--- config.mk ---
export PLATFORM = sky130hd
export DESIGN_NAME = ncpe_ctrl
export DESIGN_NICKNAME = d
export VERILOG_FILES = /design/src/sv/ncpe_pkg.sv /design/src/sv/ncpe_ctrl.sv
export SDC_FILE = /design/constraint.sdc
export NUM_CORES = 1
export LEC_CHECK = 0
export BUFFER_PORTS_ARGS = -buffer_cell sky130_fd_sc_hd__buf_2
export CAP_MARGIN = 30
export CORE_ASPECT_RATIO = 0.7
export CORE_MARGIN = 3
export CORE_UTILIZATION = 50
export DETAILED_ROUTE_END_ITERATION = 8
export PLACE_DENSITY_LB_ADDON = 0.25
export SYNTH_ARGS = -nofsm -noshare
export SYNTH_HDL_FRONTEND = slang
export SYNTH_SLANG_ARGS = --single-unit
--- constraint.sdc ---
create_clock -name i_clk -period 2.7 [get_ports i_clk]
set_input_delay 0.135 -clock i_clk [delete_from_list [all_inputs] [get_ports i_clk]]
set_output_delay 0.135 -clock i_clk [all_outputs]
set_load 0.05 [all_outputs]
--- src/sv/ncpe_pkg.sv ---
// ============================================================================
// ncpe_pkg
// Shared types, codes and fixed-point helpers for the NURBS curve point
// evaluator.
// ============================================================================
package ncpe_pkg;

    // field and datapath widths
    localparam int KNOT_W  = 25;
    localparam int COORD_W = 32;
    localparam int WGT_W   = 24;
    localparam int NB_W    = 32;   // basis value, Q30 signed
    localparam int DIFF_W  = 26;   // knot difference, Q24 signed
    localparam int DEN_W   = 27;   // sum of two differences
    localparam int OPA_W   = 34;
    localparam int OPB_W   = 33;
    localparam int PROD_W  = 67;
    localparam int BW_W    = 34;   // weighted basis, Q24 signed
    localparam int ACC_W   = 64;
    localparam int BW_SHIFT = 22;

    // request operations
    localparam logic [1:0] OP_WKNOT = 2'd0;
    localparam logic [1:0] OP_WPT   = 2'd1;
    localparam logic [1:0] OP_EVAL  = 2'd2;

    // result status codes
    localparam logic [1:0] ST_OK    = 2'd0;
    localparam logic [1:0] ST_WZERO = 2'd1;
    localparam logic [1:0] ST_RANGE = 2'd2;

    // configuration register indexes
    localparam logic CFG_DEGREE = 1'b0;
    localparam logic CFG_LAST   = 1'b1;

    localparam logic signed [NB_W-1:0]  BASIS_ONE  = 32'sh4000_0000;
    localparam logic signed [ACC_W-1:0] ONE_64     = 64'sd1073741824;
    localparam logic signed [ACC_W-1:0] INT64_MAXV = 64'sh7FFF_FFFF_FFFF_FFFF;
    localparam logic signed [ACC_W-1:0] INT64_MINV = 64'sh8000_0000_0000_0000;
    localparam logic signed [ACC_W-1:0] I32_MAX64  = 64'sd2147483647;
    localparam logic signed [ACC_W-1:0] I32_MIN64  = -64'sd2147483648;

    // datapath micro-operations
    typedef enum logic [4:0] {
        DP_NOP, DP_WKNOT, DP_WPT, DP_LOAD, DP_LFT, DP_RGT, DP_NB0, DP_TERM,
        DP_MUL_A, DP_MUL_B, DP_DIV_GO, DP_SAVE_A, DP_UPD, DP_UPD_Z, DP_NBJ,
        DP_BW_MUL, DP_BW, DP_MC, DP_AC, DP_QOUT
    } t_dp_op;

    typedef struct packed {
        t_dp_op     op;
        logic [1:0] sel;   // coordinate x, y, z
        logic       fin;   // divider takes the final sums
    } t_dp_cmd;

    typedef struct packed {
        logic u_lt_k;
        logic u_eq_k;
        logic den_zero;
        logic sw_zero;
        logic div_done;
    } t_dp_stat;

    // clamp to [-1.0, 1.0] in Q30
    function automatic logic signed [NB_W-1:0] clamp_basis(input logic signed [ACC_W-1:0] v);
        logic signed [NB_W-1:0] res;
        if (v > ONE_64) res = BASIS_ONE;
        else if (v < -ONE_64) res = -BASIS_ONE;
        else res = v[NB_W-1:0];
        return res;
    endfunction

    // clamp to signed 32 bit
    function automatic logic signed [COORD_W-1:0] clamp32(input logic signed [ACC_W-1:0] v);
        logic signed [COORD_W-1:0] res;
        if (v > I32_MAX64) res = 32'sh7FFF_FFFF;
        else if (v < I32_MIN64) res = 32'sh8000_0000;
        else res = v[COORD_W-1:0];
        return res;
    endfunction

    // saturating signed 64-bit add
    function automatic logic signed [ACC_W-1:0] sat_add(input logic signed [ACC_W-1:0] a,
                                                        input logic signed [ACC_W-1:0] b);
        logic [ACC_W:0] s;
        logic signed [ACC_W-1:0] res;
        s = {a[ACC_W-1], a} + {b[ACC_W-1], b};
        if (s[ACC_W] != s[ACC_W-1]) res = s[ACC_W] ? INT64_MINV : INT64_MAXV;
        else res = s[ACC_W-1:0];
        return res;
    endfunction

endpackage

--- src/sv/ncpe_ctrl.sv ---
// ============================================================================
// ncpe_ctrl
// Controller: configuration registers, request decode, span search and the
// sequencing of the basis recurrence, weighted sums and final divisions.
// ============================================================================
module ncpe_ctrl
    import ncpe_pkg::*;
#(
    parameter  int MAX_DEGREE      = 7,
    parameter  int MAX_CTRL_POINTS = 32,
    parameter  int MAX_KNOTS       = 64,
    localparam int DW = $clog2(MAX_DEGREE + 1),
    localparam int KA = $clog2(MAX_KNOTS),
    localparam int PA = $clog2(MAX_CTRL_POINTS)
) (
    input  logic          i_clk,
    input  logic          i_rst_n,
    input  logic          start,
    output logic          busy,
    input  logic [1:0]    i_operation,
    input  logic          i_cfg_valid,
    input  logic          i_cfg_index,
    input  logic [4:0]    i_cfg_data,
    output t_dp_cmd       o_cmd,
    output logic [DW-1:0] o_jidx,
    output logic [DW-1:0] o_ridx,
    output logic [KA-1:0] o_kaddr,
    output logic [PA-1:0] o_paddr,
    input  t_dp_stat      i_stat,
    output logic          o_result_valid,
    output logic [1:0]    o_status
);

    localparam int IW = $clog2(MAX_KNOTS + 1);

    typedef enum logic [4:0] {
        S_IDLE, S_CHK, S_END, S_LOW, S_MA, S_MB, S_MC, S_BAS, S_JL, S_JLW, S_JRW,
        S_T, S_TD, S_DA, S_WA, S_MB2, S_DB, S_WB, S_NBJ, S_KR, S_KW, S_BW,
        S_MCO, S_ACO, S_FIN, S_FD, S_FW
    } t_state;

    t_state        r_state;
    logic [2:0]    r_degree;
    logic [4:0]    r_last;
    logic [KA-1:0] r_span, r_lo, r_hi, r_mid;
    logic [DW-1:0] r_j, r_r;
    logic [1:0]    r_sel;
    logic [IW-1:0] r_iter;
    logic          r_lt, r_gtend;
    logic          r_res_valid;
    logic [1:0]    r_status;

    logic [DW-1:0] w_p;
    logic          w_bad;
    logic          w_accept;
    logic [KA-1:0] w_nlo, w_nhi, w_nmid;
    logic [KA:0]   w_lh;
    logic          w_found;

    // effective degree and setup check
    assign w_p = (32'(r_degree) > MAX_DEGREE) ? DW'(MAX_DEGREE) : DW'(r_degree);
    assign w_bad = (32'(r_last) < 32'(w_p)) || (32'(r_last) >= MAX_CTRL_POINTS)
                || (32'(r_last) + 32'(w_p) + 1 >= MAX_KNOTS);
    assign w_accept = start && !busy;
    assign busy = (r_state != S_IDLE);

    // binary search step
    always_comb begin
        w_nlo   = r_lo;
        w_nhi   = r_hi;
        w_found = 1'b0;
        priority if (r_lt) w_nhi = r_mid;
        else if (!i_stat.u_lt_k) w_nlo = r_mid;
        else w_found = 1'b1;
        w_lh   = {1'b0, w_nlo} + {1'b0, w_nhi};
        w_nmid = w_lh[KA:1];
    end

    // knot read address for the next state
    always_comb begin
        unique case (r_state)
            S_CHK:   o_kaddr = KA'(32'(r_last) + 1);
            S_END:   o_kaddr = KA'(w_p);
            S_MB:    o_kaddr = r_mid + 1'b1;
            S_JL:    o_kaddr = KA'(32'(r_span) + 1 - 32'(r_j));
            S_JLW:   o_kaddr = KA'(32'(r_span) + 32'(r_j));
            default: o_kaddr = r_mid;
        endcase
    end

    assign o_paddr = PA'(32'(r_span) - 32'(w_p) + 32'(r_r));
    assign o_jidx  = r_j;
    assign o_ridx  = r_r;

    // datapath command
    always_comb begin
        o_cmd.op  = DP_NOP;
        o_cmd.sel = r_sel;
        o_cmd.fin = 1'b0;
        unique case (r_state)
            S_IDLE: begin
                if (w_accept) begin
                    unique case (i_operation)
                        OP_WKNOT: o_cmd.op = DP_WKNOT;
                        OP_WPT:   o_cmd.op = DP_WPT;
                        OP_EVAL:  o_cmd.op = DP_LOAD;
                        default:  o_cmd.op = DP_NOP;
                    endcase
                end
            end
            S_BAS:  o_cmd.op = DP_NB0;
            S_JLW:  o_cmd.op = DP_LFT;
            S_JRW:  o_cmd.op = DP_RGT;
            S_T:    o_cmd.op = DP_TERM;
            S_TD:   o_cmd.op = i_stat.den_zero ? DP_UPD_Z : DP_MUL_A;
            S_DA:   o_cmd.op = DP_DIV_GO;
            S_WA:   o_cmd.op = i_stat.div_done ? DP_SAVE_A : DP_NOP;
            S_MB2:  o_cmd.op = DP_MUL_B;
            S_DB:   o_cmd.op = DP_DIV_GO;
            S_WB:   o_cmd.op = i_stat.div_done ? DP_UPD : DP_NOP;
            S_NBJ:  o_cmd.op = DP_NBJ;
            S_KW:   o_cmd.op = DP_BW_MUL;
            S_BW:   o_cmd.op = DP_BW;
            S_MCO:  o_cmd.op = DP_MC;
            S_ACO:  o_cmd.op = DP_AC;
            S_FD: begin
                o_cmd.op  = DP_DIV_GO;
                o_cmd.fin = 1'b1;
            end
            S_FW:   o_cmd.op = i_stat.div_done ? DP_QOUT : DP_NOP;
            default: ;
        endcase
    end

    // state, counters and registered result outputs
    always_ff @(posedge i_clk) begin
        if (!i_rst_n) begin
            r_state     <= S_IDLE;
            r_degree    <= 3'd3;
            r_last      <= 5'd3;
            r_res_valid <= 1'b0;
            r_status    <= ST_OK;
        end else begin
            r_res_valid <= 1'b0;
            if (i_cfg_valid) begin
                unique case (i_cfg_index)
                    CFG_DEGREE: r_degree <= i_cfg_data[2:0];
                    CFG_LAST:   r_last   <= i_cfg_data;
                endcase
            end
            unique case (r_state)
                S_IDLE: begin
                    if (w_accept && i_operation == OP_EVAL) r_state <= S_CHK;
                end
                S_CHK: begin
                    if (w_bad) begin
                        r_res_valid <= 1'b1;
                        r_status    <= ST_RANGE;
                        r_state     <= S_IDLE;
                    end else begin
                        r_state <= S_END;
                    end
                end
                S_END: begin
                    if (i_stat.u_eq_k) begin
                        r_span  <= KA'(r_last);
                        r_state <= S_BAS;
                    end else begin
                        r_gtend <= !i_stat.u_lt_k;
                        r_state <= S_LOW;
                    end
                end
                S_LOW: begin
                    if (i_stat.u_lt_k || r_gtend) begin
                        r_res_valid <= 1'b1;
                        r_status    <= ST_RANGE;
                        r_state     <= S_IDLE;
                    end else begin
                        r_lo    <= KA'(w_p);
                        r_hi    <= KA'(32'(r_last) + 1);
                        r_mid   <= KA'((32'(w_p) + 32'(r_last) + 1) >> 1);
                        r_iter  <= '0;
                        r_state <= S_MA;
                    end
                end
                S_MA: r_state <= S_MB;
                S_MB: begin
                    r_lt    <= i_stat.u_lt_k;
                    r_state <= S_MC;
                end
                S_MC: begin
                    r_lo   <= w_nlo;
                    r_hi   <= w_nhi;
                    r_mid  <= w_nmid;
                    r_iter <= r_iter + 1'b1;
                    if (w_found) begin
                        r_span  <= r_mid;
                        r_state <= S_BAS;
                    end else if (r_iter == IW'(MAX_KNOTS - 1)) begin
                        r_res_valid <= 1'b1;
                        r_status    <= ST_RANGE;
                        r_state     <= S_IDLE;
                    end else begin
                        r_state <= S_MA;
                    end
                end
                S_BAS: begin
                    r_j <= DW'(1);
                    r_r <= '0;
                    r_state <= (w_p == '0) ? S_KR : S_JL;
                end
                S_JL:  r_state <= S_JLW;
                S_JLW: r_state <= S_JRW;
                S_JRW: begin
                    r_r     <= '0;
                    r_state <= S_T;
                end
                S_T:  r_state <= S_TD;
                S_TD: begin
                    if (i_stat.den_zero) begin
                        if (r_r == r_j - 1'b1) r_state <= S_NBJ;
                        else begin
                            r_r     <= r_r + 1'b1;
                            r_state <= S_T;
                        end
                    end else begin
                        r_state <= S_DA;
                    end
                end
                S_DA: r_state <= S_WA;
                S_WA: if (i_stat.div_done) r_state <= S_MB2;
                S_MB2: r_state <= S_DB;
                S_DB: r_state <= S_WB;
                S_WB: begin
                    if (i_stat.div_done) begin
                        if (r_r == r_j - 1'b1) r_state <= S_NBJ;
                        else begin
                            r_r     <= r_r + 1'b1;
                            r_state <= S_T;
                        end
                    end
                end
                S_NBJ: begin
                    if (r_j == w_p) begin
                        r_r     <= '0;
                        r_state <= S_KR;
                    end else begin
                        r_j     <= r_j + 1'b1;
                        r_state <= S_JL;
                    end
                end
                S_KR: r_state <= S_KW;
                S_KW: r_state <= S_BW;
                S_BW: begin
                    r_sel   <= 2'd0;
                    r_state <= S_MCO;
                end
                S_MCO: r_state <= S_ACO;
                S_ACO: begin
                    if (r_sel == 2'd2) begin
                        if (r_r == w_p) r_state <= S_FIN;
                        else begin
                            r_r     <= r_r + 1'b1;
                            r_state <= S_KR;
                        end
                    end else begin
                        r_sel   <= r_sel + 1'b1;
                        r_state <= S_MCO;
                    end
                end
                S_FIN: begin
                    if (i_stat.sw_zero) begin
                        r_res_valid <= 1'b1;
                        r_status    <= ST_WZERO;
                        r_state     <= S_IDLE;
                    end else begin
                        r_sel   <= 2'd0;
                        r_state <= S_FD;
                    end
                end
                S_FD: r_state <= S_FW;
                S_FW: begin
                    if (i_stat.div_done) begin
                        if (r_sel == 2'd2) begin
                            r_res_valid <= 1'b1;
                            r_status    <= ST_OK;
                            r_state     <= S_IDLE;
                        end else begin
                            r_sel   <= r_sel + 1'b1;
                            r_state <= S_FD;
                        end
                    end
                end
                default: r_state <= S_IDLE;
            endcase
        end
    end

    assign o_result_valid = r_res_valid;
    assign o_status       = r_status;

endmodule

==> reports/metrics.yaml <==
status: "completed"
fin_nets: 710
design.die.area_um2: 11070
grt_pass1_vias: 4438
clk_pin_slew_ps: 50
postSynthCellCount: 579
numCtsBuffers: 9
ys_seq_elements: 57
power.switching_uw: 629.2
critical_path.most_common_cell: "inv_2"
fillCellCount: 815
required_ps: 2570
first_pass_iters: 5
finalSetupTns_ps: 0
synthTopCellsByArea: "edfxtp_1 (25%), ha_1 (9.4%), dfxtp_1 (6.5%)"
cp-start-kind: "flip-flop"
crit_type: "reg -> out"
p_comb_share_pct: 13.1
cpLargestDelayFamily: "adder cells"
cp-end-kind: "output pin"
slew_violations: 0
post-route-util_pct: 63.30
fmax_mhz: 375.0
diodes: 0
finalHoldViolCount: 0
routed_wl_um: 15020
r2r_slack_ps: 150
preCtsSetupSlack_ps: 214.8
hold_class: "in -> reg"
max_stage_delay_ps: 360
path_max_fanout: 3
power.density_nw_per_um2: 403.1
busiest_layer: "met1"
gp_congestion: 0.9953
fin_crit_sh_pct: 98.76
fp.dieW_um: 124.5
synth-seq-area-share_pct: 31.58
layout_commonest_cell: "nand2_1"
hpwl_um: 11480
area_growth_syn_to_layout_pct: 20.14
yosysUniqueCellTypes: 67
met3_usage_pct: 6.866
cp_cell_sequence: "inv_2 -> ha_1 -> inv_2 -> ha_4 -> fa_2 -> a21o_1 -> a21oi_2 -> xnor2_1 -> a21oi_1 -> o211ai_1 -> buf_4"
drc: 0
syn_nets: 640
grt_pass1_wl_um: 23780
max-vdd-ir-drop_mv: 0.3740
drv_cap: 0
yosysTopAreaCell: "edfxtp_1"
initial_core_util_pct: 52.69
avgSynthCellArea_um2: 8.486
leakagePower_uw: 0.002492
cts_root_buffer: "clkbuf_16"
grt_max_degree: 27
synth_top_area_share_pct: 25.06
vias: 4746
htreeDepth: 3
p_int_uw: 1750
wl_per_cell_um: 19.31
drtIter0Drc: 559
cts_tree: "built"
use_met1_pct: 41.85
grtUsageTotal_pct: 27.42
clk_path_buf_depth: 2
grt-ovfl-total: 0
seq_power_share_pct: 40.6
swShare_pct: 26.44
worst_pin_slew_ps: 643.0
io_pins: 46
critPathBufInv: 3
rows: 29
setup_viol_count_final: 0
worst_slack_ps: 33.41
core_um2: 9325
cts_sinks: 57
most-common-layout-cells: "nand2_1 (67), nor2_1 (44), buf_4 (44)"
synth_area_um2: 4913
synth_enable_flop_cells: 41
p_clk_share_pct: 46.2
io_buffer_count: 45
clock_latency_ps: 330
ys_warn_count: 0
cp.arrival_ps: 2530
crit_slowest_cell: "edfxtp_1"
finClkSkew_ps: 9.571
grt_antenna_before_repair: 0
die_h_um: 88.94
drive_above_1_share_pct: 21.87
drtAntennaViolNets: 0
cts_hold_buf: 0
min_period_ps: 2667
ys.flop_type: "edfxtp_1"
synthArstFlopShare_pct: 0
rsz0062_at_grt: "yes"
avgViaCountPerCell: 6.100
gr-usage-met2_pct: 39.02
relSlewSlack_pct: 57.13
synthesized netlist by cell type (8+ instances only):
library cell  count
a21o_1            8
a21oi_1          43
and2_1            9
and3_1            9
buf_2             8
clkbuf_1         18
dfxtp_1          16
edfxtp_1         41
ha_1             37
inv_1            37
mux2_2           13
nand2_1          67
nand3_1          27
nor2_1           44
nor2b_1           9
nor3_1           14
o21ai_0          34
o22ai_1           8
xnor2_1          22
xor2_1           14
per-stage QoR:
| step | total power (µW) | hold slack, ps | cell area [µm²] | std cells |
|---|---|---|---|---|
| floorplan | 1190 | 233.9 | 4974 | 579 |
| global placement | 1283 | 384.2 | 5537 | 757 |
| detailed placement | 1288 | 396.3 | 5537 | 757 |
| CTS | 2381 | 56.78 | 5854 | 775 |
| global route | 2449 | 80.86 | 5903 | 778 |
| finish | 2380 | 65.96 | 5903 | 778 |
flip-flops by register name, summed over array words and instances, names as in the netlist:
| register | cells |
|---|---|
| o_ridx | 3 |
| o_status | 2 |
| r_span | 6 |
| r_gtend | 1 |
| r_lt | 1 |
| r_mid | 6 |
| o_result_valid | 1 |
| r_state | 5 |
| r_iter | 7 |
| r_hi | 6 |
| r_lo | 6 |
| r_last | 5 |
| r_degree | 3 |
| r_sel | 2 |
| o_jidx | 3 |
final timing paths:
kind	depth (start not counted)	startpoint	to
worst max-delay path	11	r_span[1]	o_kaddr[5]
worst min-delay path	3	i_cfg_data[3]	r_last[3]
worst max register to register	9	o_jidx[1]	o_ridx[0]
worst min register to register	2	o_status[0]	o_status[0]
power groups by stage:
stage	Combinational [µW]	Clock [µW]	Sequential, µW
after floorplan	212	0	978
after global placement	301	0	983
after detailed placement	305	0	983
after CTS	308	1110	965
after global routing	337	1140	967
final	313	1100	966
logic make-up after synthesis:
logic type	synth area share [%]
fa+ha+maj	12.27
xor+xnor	6.901
flops	31.58
compound gates	19.38
simple gates	20.68
buf+inv	5.398
mux	3.794
final cells by class:
cell class	instances	area (µm²)	area share [%]
Clock buffer	12	267.8	4.536
Clock inverter	4	26.28	0.4451
Inverter	38	142.6	2.416
Multi-Input combinational cell	454	3176	53.79
Sequential cell	57	1553	26.30
Tap cell	124	155.1	2.628
Timing Repair Buffer	89	583.1	9.877
tightest hold or removal path, delay by kind of cell:
kind	cells	cell delay, ps
AOI/OAI and AO/OA	1	50
buffers and inverters	1	100
and+or+nand+nor	1	60
what timing repair did:
action / 4_1_cts / 5_1_grt
gates resized for setup: 4 / 9
pin swaps: 0 / 6
endpoints found under the setup margin: 5 / 8
setup buffers: 2 / 3
metal layers:
| metal | vias up | part of all wire (%) | wire, µm |
|---|---|---|---|
| met3 | 21 | 11 | 1611 |
| li1 | 2220 | - | - |
| met1 | 2232 | 47 | 7057 |
| met4 | 0 | 1.1 | 158 |
| met2 | 273 | 41 | 6193 |
| met5 | - | 0 | 0 |
(Power assumes the default switching activity.)
